==> src/hdl/see_pkg.sv <==
// shared types and constants of the symmetric epipolar error scorer
`default_nettype none
package see_pkg;

    // coefficient width of one entry of F (Q0.(COEF_BITS-1))
    localparam int COEF_BITS = 21;
    localparam int COORD_W   = 16;
    localparam int CFG_W     = 63;
    localparam int CFG_IDX_W = 2;

    // exact widths of the intermediate results
    localparam int LINE_W  = COEF_BITS + COORD_W + 3;
    localparam int RES_W   = LINE_W + COORD_W + 2;
    localparam int MAC_A_W = RES_W + 1;
    localparam int MAC_B_W = COORD_W + 1;
    localparam int PROD_W  = MAC_A_W + MAC_B_W;
    localparam int CHUNK_W = 16;
    localparam int MAG_W   = 64;
    localparam int ACC_W   = 128;
    localparam int DEN_W   = 2 * LINE_W;
    localparam int NUM_W   = 2 * RES_W;
    localparam int Q_W     = 48;
    localparam int DIV_W   = DEN_W + Q_W;
    localparam int SUM_W   = 63;
    localparam int CNT_W   = 6;

    localparam int R_CHUNKS = (RES_W + CHUNK_W - 1) / CHUNK_W;
    localparam int L_CHUNKS = (LINE_W + CHUNK_W - 1) / CHUNK_W;

    localparam logic [Q_W-1:0]   MAX_TERM = '1;
    localparam logic [SUM_W-1:0] MAX_SUM  = '1;

    // configuration register indexes
    localparam logic [CFG_IDX_W-1:0] REG_F_ROW0 = 2'd0;
    localparam logic [CFG_IDX_W-1:0] REG_F_ROW1 = 2'd1;
    localparam logic [CFG_IDX_W-1:0] REG_F_ROW2 = 2'd2;

    typedef enum logic [3:0] {
        ST_IDLE,
        ST_LINE1,
        ST_LINE0,
        ST_RESID,
        ST_SQR,
        ST_DEN0,
        ST_DEN1,
        ST_DINIT,
        ST_DSTEP,
        ST_DSTORE,
        ST_FINISH
    } state_t;

    typedef enum logic [2:0] {
        ASEL_COEF,
        ASEL_LINE1,
        ASEL_MAG0,
        ASEL_MAG1,
        ASEL_MAGR
    } asel_t;

    typedef enum logic [2:0] {
        BSEL_X0,
        BSEL_Y0,
        BSEL_X1,
        BSEL_Y1,
        BSEL_SIXTEEN,
        BSEL_CHUNK
    } bsel_t;

    typedef enum logic [2:0] {
        DST_NONE,
        DST_L1,
        DST_L0,
        DST_R,
        DST_R2,
        DST_DEN0,
        DST_DEN1
    } dst_t;

    typedef struct packed {
        logic       load;
        logic       mac;
        logic       acc_clr;
        asel_t      asel;
        bsel_t      bsel;
        logic [1:0] row;
        logic [1:0] col;
        logic [1:0] idx;
        logic [1:0] chunk;
        dst_t       dst;
        logic       div_init;
        logic       div_step;
        logic       div_store;
        logic       div_sel;
        logic       finish;
    } cmd_t;

    typedef struct packed {
        logic out_free;
    } status_t;

endpackage
`default_nettype wire

==> src/hdl/see_ctrl.sv <==
// sequencer that steps the datapath through one correspondence
`default_nettype none
module see_ctrl (
    input  wire logic            aclk,
    input  wire logic            aresetn,
    input  wire logic            s_valid,
    output logic                 s_ready,
    input  wire see_pkg::status_t status,
    output see_pkg::cmd_t        cmd
);
    import see_pkg::*;

    state_t             state_reg, state_next;
    logic [CNT_W-1:0]   cnt_reg, cnt_next;
    logic [1:0]         idx_reg, idx_next;
    logic               div_sel_reg, div_sel_next;

    // state register
    always_ff @(posedge aclk) begin
        if (!aresetn) begin
            state_reg   <= ST_IDLE;
            cnt_reg     <= '0;
            idx_reg     <= '0;
            div_sel_reg <= 1'b0;
        end else begin
            state_reg   <= state_next;
            cnt_reg     <= cnt_next;
            idx_reg     <= idx_next;
            div_sel_reg <= div_sel_next;
        end
    end

    // next state and commands
    always_comb begin
        state_next   = state_reg;
        cnt_next     = cnt_reg;
        idx_next     = idx_reg;
        div_sel_next = div_sel_reg;
        cmd          = '0;
        s_ready      = 1'b0;
        unique case (state_reg)
            ST_IDLE: begin
                s_ready = 1'b1;
                if (s_valid) begin
                    cmd.load   = 1'b1;
                    state_next = ST_LINE1;
                    cnt_next   = '0;
                    idx_next   = '0;
                end
            end
            ST_LINE1, ST_LINE0: begin
                cmd.mac     = 1'b1;
                cmd.acc_clr = (cnt_reg == '0);
                cmd.asel    = ASEL_COEF;
                cmd.idx     = idx_reg;
                if (state_reg == ST_LINE1) begin
                    cmd.row = idx_reg;
                    cmd.col = cnt_reg[1:0];
                end else begin
                    cmd.row = cnt_reg[1:0];
                    cmd.col = idx_reg;
                end
                case (cnt_reg[1:0])
                    2'd0:    cmd.bsel = (state_reg == ST_LINE1) ? BSEL_X0 : BSEL_X1;
                    2'd1:    cmd.bsel = (state_reg == ST_LINE1) ? BSEL_Y0 : BSEL_Y1;
                    default: cmd.bsel = BSEL_SIXTEEN;
                endcase
                if (cnt_reg == CNT_W'(2)) begin
                    cmd.dst  = (state_reg == ST_LINE1) ? DST_L1 : DST_L0;
                    cnt_next = '0;
                    if (idx_reg == 2'd2) begin
                        idx_next   = '0;
                        state_next = (state_reg == ST_LINE1) ? ST_LINE0 : ST_RESID;
                    end else begin
                        idx_next = idx_reg + 2'd1;
                    end
                end else begin
                    cnt_next = cnt_reg + CNT_W'(1);
                end
            end
            ST_RESID: begin
                cmd.mac     = 1'b1;
                cmd.acc_clr = (cnt_reg == '0);
                cmd.asel    = ASEL_LINE1;
                cmd.idx     = cnt_reg[1:0];
                case (cnt_reg[1:0])
                    2'd0:    cmd.bsel = BSEL_X1;
                    2'd1:    cmd.bsel = BSEL_Y1;
                    default: cmd.bsel = BSEL_SIXTEEN;
                endcase
                if (cnt_reg == CNT_W'(2)) begin
                    cmd.dst    = DST_R;
                    cnt_next   = '0;
                    state_next = ST_SQR;
                end else begin
                    cnt_next = cnt_reg + CNT_W'(1);
                end
            end
            ST_SQR: begin
                cmd.mac     = 1'b1;
                cmd.acc_clr = (cnt_reg == '0);
                cmd.asel    = ASEL_MAGR;
                cmd.bsel    = BSEL_CHUNK;
                cmd.chunk   = cnt_reg[1:0];
                if (cnt_reg == CNT_W'(R_CHUNKS - 1)) begin
                    cmd.dst    = DST_R2;
                    cnt_next   = '0;
                    idx_next   = '0;
                    state_next = ST_DEN0;
                end else begin
                    cnt_next = cnt_reg + CNT_W'(1);
                end
            end
            ST_DEN0, ST_DEN1: begin
                cmd.mac     = 1'b1;
                cmd.acc_clr = (cnt_reg == '0) && (idx_reg == '0);
                cmd.asel    = (state_reg == ST_DEN0) ? ASEL_MAG0 : ASEL_MAG1;
                cmd.bsel    = BSEL_CHUNK;
                cmd.idx     = idx_reg;
                cmd.chunk   = cnt_reg[1:0];
                if (cnt_reg == CNT_W'(L_CHUNKS - 1)) begin
                    cnt_next = '0;
                    if (idx_reg == 2'd1) begin
                        idx_next = '0;
                        if (state_reg == ST_DEN0) begin
                            cmd.dst    = DST_DEN0;
                            state_next = ST_DEN1;
                        end else begin
                            cmd.dst      = DST_DEN1;
                            div_sel_next = 1'b0;
                            state_next   = ST_DINIT;
                        end
                    end else begin
                        idx_next = 2'd1;
                    end
                end else begin
                    cnt_next = cnt_reg + CNT_W'(1);
                end
            end
            ST_DINIT: begin
                cmd.div_init = 1'b1;
                cmd.div_sel  = div_sel_reg;
                cnt_next     = '0;
                state_next   = ST_DSTEP;
            end
            ST_DSTEP: begin
                cmd.div_step = 1'b1;
                if (cnt_reg == CNT_W'(Q_W - 1)) begin
                    cnt_next   = '0;
                    state_next = ST_DSTORE;
                end else begin
                    cnt_next = cnt_reg + CNT_W'(1);
                end
            end
            ST_DSTORE: begin
                cmd.div_store = 1'b1;
                cmd.div_sel   = div_sel_reg;
                if (!div_sel_reg) begin
                    div_sel_next = 1'b1;
                    state_next   = ST_DINIT;
                end else begin
                    state_next = ST_FINISH;
                end
            end
            ST_FINISH: begin
                if (status.out_free) begin
                    cmd.finish = 1'b1;
                    state_next = ST_IDLE;
                end
            end
            default: begin
                state_next = ST_IDLE;
            end
        endcase
    end

endmodule
`default_nettype wire

==> config.mk <==
export PLATFORM = sky130hd
export DESIGN_NAME = see_ctrl
export DESIGN_NICKNAME = d
export VERILOG_FILES = /design/src/hdl/see_pkg.sv /design/src/hdl/see_ctrl.sv
export SDC_FILE = /design/constraint.sdc
export NUM_CORES = 1
export LEC_CHECK = 0
export BUFFER_PORTS_ARGS = -buffer_cell sky130_fd_sc_hd__buf_4
export CORE_UTILIZATION = 54
export DETAILED_ROUTE_END_ITERATION = 7
export GPL_ROUTABILITY_DRIVEN = 0
export HOLD_SLACK_MARGIN = 0.05
export PLACE_DENSITY = 0.82
export SYNTH_ARGS = -nofsm -noshare
export SYNTH_HDL_FRONTEND = slang
export SYNTH_SLANG_ARGS = --single-unit
==> constraint.sdc <==
create_clock -name aclk -period 2.3 [get_ports aclk]
set_clock_uncertainty 0.15 [all_clocks]
set_input_delay 0.46 -clock aclk [delete_from_list [all_inputs] [get_ports aclk]]
set_output_delay 0.46 -clock aclk [all_outputs]
set_load 0.1 [all_outputs]
== After elaboration in Yosys (flattened, before gate mapping) ==
Index checks and enable logic that the tools add are counted.

* Register bits after elaboration: 13
* Input port bits: 4
* Output and inout port bits: 26

* $add $sub $neg: 2
* Equal/unequal tests: 26
* Muxes and demuxes: 56
* Reductions and logical operators: 18

{| class="wikitable"
|+ Operators with widths
! cell !! number
|-
| $mux 4 || 12
|-
| $pmux 4 s9 || 1
|-
| $pmux 8 s4 || 1
|-
| $pmux 6 s5 || 1
|-
| $mux 2 || 12
|-
| $mux 6 || 4
|-
| $ne 2x2->1 const B || 10
|-
| $eq 4x3->1 const B || 4
|-
| $mux 1 || 16
|-
| $eq 4x4->1 const B || 3
|-
| $eq 6x2->1 const B || 2
|-
| $pmux 3 s2 || 2
|-
| $pmux 3 s4 || 1
|-
| $mux 3 || 3
|-
| $reduce_and 9->1 || 1
|-
| $eq 4x2->1 const B || 2
|-
| $pmux 2 s4 || 1
|-
| $add 6x1->6 const B || 1
|-
| $eq 6x6->1 const B || 1
|-
| $logic_not 6->1 || 1
|-
| $reduce_or 2->1 || 3
|-
| $reduce_and 5->1 || 1
|-
| $reduce_bool 5->1 || 1
|-
| $reduce_or 5->1 || 1
|-
| 15 further kinds || 17
|}

== Logic depth before layout (Yosys ltp) ==
* Word-level depth: 5
* Mapped depth: 7

== Least setup slack after synthesis ==
No wires, ideal clock.

* Kind: register -> output
* Start: register state_reg[2]
* End: output port cmd[24] (netlist bit)
* Data arrival time: 4815 ps
* Data required time: 1690 ps
* Path slack: -3125 ps
* Cell stages (with the launch flop): 6
* Path buffers: 3
* Cells stage by stage: dfxtp_1 -> buf_2 -> clkbuf_1 -> buf_1 -> nor4_1 -> and2_1

{| class="wikitable"
|+ RTL lines
! what !! line !! source
|-
| start, declared || see_ctrl.sv:13 || <nowiki>state_t state_reg, state_next;</nowiki>
|-
| start signal, assigned || see_ctrl.sv:26 || <nowiki>state_reg <= state_next;</nowiki>
|-
| end, declared || see_ctrl.sv:9 || <nowiki>output see_pkg::cmd_t cmd</nowiki>
|}

==> flow_metrics.py <==
metrics = {
    "setup_path": {
        "worstSetupEndpointType": "output pin",
        "required_ps": 1690,
        "crit_end": "cmd[22]",
        "cp_max_fo": 11,
        "r2r_end": "idx_reg[0]",
        "reg2reg_depth": 8,
        "critPathKind": "reg -> out",
        "arrival_ps": 1660,
        "reg2reg_slack_ps": 50,
        "crit_start": "state_reg[1]",
        "startpoint_type": "flip-flop",
        "regToRegStartpoint": "cnt_reg[2]",
    },
    "run_status": {
        "outcome": "complete, no violations",
    },
    "global_route": {
        "grt_pass1_wl_um": 6930,
        "antenna_found_initial": 0,
        "grt_max_degree": 36,
        "grtUsageTotal_pct": 33.7,
        "grt-ovfl-total": 0,
        "first_global_vias": 1545,
    },
    "cts": {
        "cts-root-buf": "clkbuf_4",
        "cts.sinks": 13,
        "numCtsBuffers": 3,
        "htreeDepth": 1,
        "path_clk_slew_ps": 100,
        "cts_buffer_depth": 2,
        "clk_latency_ps": 290,
        "cts_tree": "done",
        "holdBufCountCts": 0,
    },
    "synthesis": {
        "synthArstFlopShare_pct": 0,
        "yosys_most_used_dff": "dfxtp_1",
        "netlist_instances": 196,
        "synth.ff_latch_count": 13,
        "synthesis.area_um2": 1400,
        "yosysWarnings": 0,
        "synth-edff-count": 0,
        "syn_avg_cell_area_um2": 7.14,
        "synth.distinct_cells": 55,
        "syn-num-nets": 205,
        "yosysSeqAreaShare_pct": 18.6,
    },
    "sta": {
        "worst_slew_pin_slew_ps": 433,
        "drv_slew": 0,
        "fmax_ghz": 0.440,
        "maxSlewHeadroom_pct": 70.4,
        "fin_crit_ps": 2270,
        "rsz0062_at_grt": "yes",
        "setup_viol": 0,
        "setup_ws_ps": 26.2,
        "final_hold_viol_count": 0,
        "min_period_over_period_pct": 98.9,
    },
    "finish": {
        "nNetsFinal": 243,
        "drive_above_1_share_pct": 47.2,
        "antennaDiodeCount": 0,
        "mostFrequentLayoutCell": "buf_4",
        "instances_no_fill": 263,
        "final_cell_mix": "buf_4 (35), nand2_1 (15), buf_6 (9)",
        "area_growth_pct": 54.0,
        "largest_register_ff_count": 6,
    },
    "detailed_routing": {
        "wl_um": 4880,
        "route.vias.total": 1730,
        "wl_per_cell_um": 18.6,
        "drt_first_pass_iters": 6,
        "drc_errors": 0,
        "final_antenna_net_count": 0,
        "viasPerCell": 6.58,
        "dr.first_iter.drc_count": 82,
    },
    "placed_design": {
        "dp_slack_ps": 37.9,
        "io_buffers": 29,
        "dp_hpwl_um": 3060,
        "dp_cells": 255,
    },
    "power_and_ir_drop": {
        "p_per_area_nw_per_um2": 1050,
        "leakage_nw": 0.882,
        "vdd_drop_max_mv": 1.11,
    },
    "die": {
        "dieArea_um2": 2800,
        "dieWidth_um": 52.9,
        "coreArea_um2": 2450,
        "rows": 18,
        "start_util_pct": 57.0,
        "io_pins": 30,
        "dieHeight_um": 52.9,
    },
    "hold_path": {
        "min_path_type": "in -> reg",
        "hold_path_depth": 2,
    },
    "job": {
        "max_cap_viol_count": 0,
    },
}
worst min-delay path by stage:
stage | slack [ps] | endpoint | start
floorplan | 350 | cnt_reg[5] | cnt_reg[5]
global placement | 380 | cnt_reg[5] | cnt_reg[5]
detailed placement | 380 | cnt_reg[5] | cnt_reg[5]
CTS | 340 | div_sel_reg | aresetn
global route | 350 | div_sel_reg | aresetn
finish | 340 | div_sel_reg | aresetn
cell type report:
type	instances	area (um^2)
clock buffers	4	26.3
fillers	123	300
inverters	8	32.5
multi-input cells	155	1230
flip-flops and latches	13	275
well taps	30	37.5
repair buffers	53	549
cells by family (layout without fill, tap and decap cells):
kind of cell | after synthesis | count (layout) | synth area share (%)
AO/OA/AOI/OAI | 52 | 52 | 27.6
XOR/XNOR | 2 | 2 | 1.25
adder cells (fa/ha/maj) | 5 | 5 | 4.47
buffers and inverters | 28 | 65 | 9.12
flip-flops | 13 | 13 | 18.6
multiplexers | 5 | 5 | 3.67
AND/OR/NAND/NOR | 91 | 91 | 35.2
worst max-delay path, cell delays in order, from the launching register on:
cell	delay, ps
dfxtp_4	400
buf_4	170
or3_4	420
nand4_1	150
a21oi_4	50
buf_12	170
what timing repair did:
action / CTS / global route
cloned: 0 / 1
pin swaps: 2 / 3
setup buffers: 2 / 1
endpoints found under the setup margin: 21 / 20
gates resized for setup: 29 / 27
endpoints found under the hold margin: 0 / 0
Yosys cell counts (2+ instances only):
cell type  count  area share [%]
a2111oi_0      2             1.3
a211o_1        3             1.9
a21boi_0       2             1.1
a21oi_1        7             2.5
a22oi_1        5             2.7
a31oi_1        4             1.8
and3_1         5             2.2
and4_1         2             1.3
buf_1          2            0.54
buf_2          3             1.1
buf_6          2             1.6
clkbuf_1      12             3.2
dfxtp_1       13              19
ha_1           5             4.5
inv_1          7             1.9
mux2i_1        4             2.9
nand2_1       16             4.3
nand2b_1       2            0.89
nand3_1        6             2.1
nor2_1        19             5.1
nor2b_1        9             4.0
nor3_1        11             3.9
nor3b_1        2             1.1
nor4_1         3             1.3
nor4b_1        2             1.3
o21a_1         3             1.6
o21ai_0        8             2.9
o22ai_1        2            0.89
o311a_1        3             2.1
or2_2          3             1.3
or3_1          5             2.2
stage by stage:
stage               setup TNS [ps]  hold WS [ps]  instance area (um^2)  util [%]  total power [mW]
detailed placement               0           381                  1900      77.4              1.91
finish                           0           343                  2150      87.8              2.27
global route                 -63.5           353                  2150      87.8              2.35
CTS                              0           343                  2030      82.9              2.13
floorplan                    -1560           353                  1680         -              1.59
global placement                 0           381                  1900      77.4              1.87
where the power goes:
part	leakage [nW]	switching, mW	internal [mW]
clock	0.0150	0.0911	0.0675
sequential	0.110	0.0925	0.272
combinational	0.757	1.13	0.615
routing by layer:
metal  track usage, %  wire [um]  vias to the layer above
li1                 -          -                      794
met1             42.2       1890                      811
met2             58.2       2430                      106
met3             4.02        391                       19
met4             12.3        171                        0
met5                0          0                        -
Note: power is estimated with default switching activity, not from simulation.
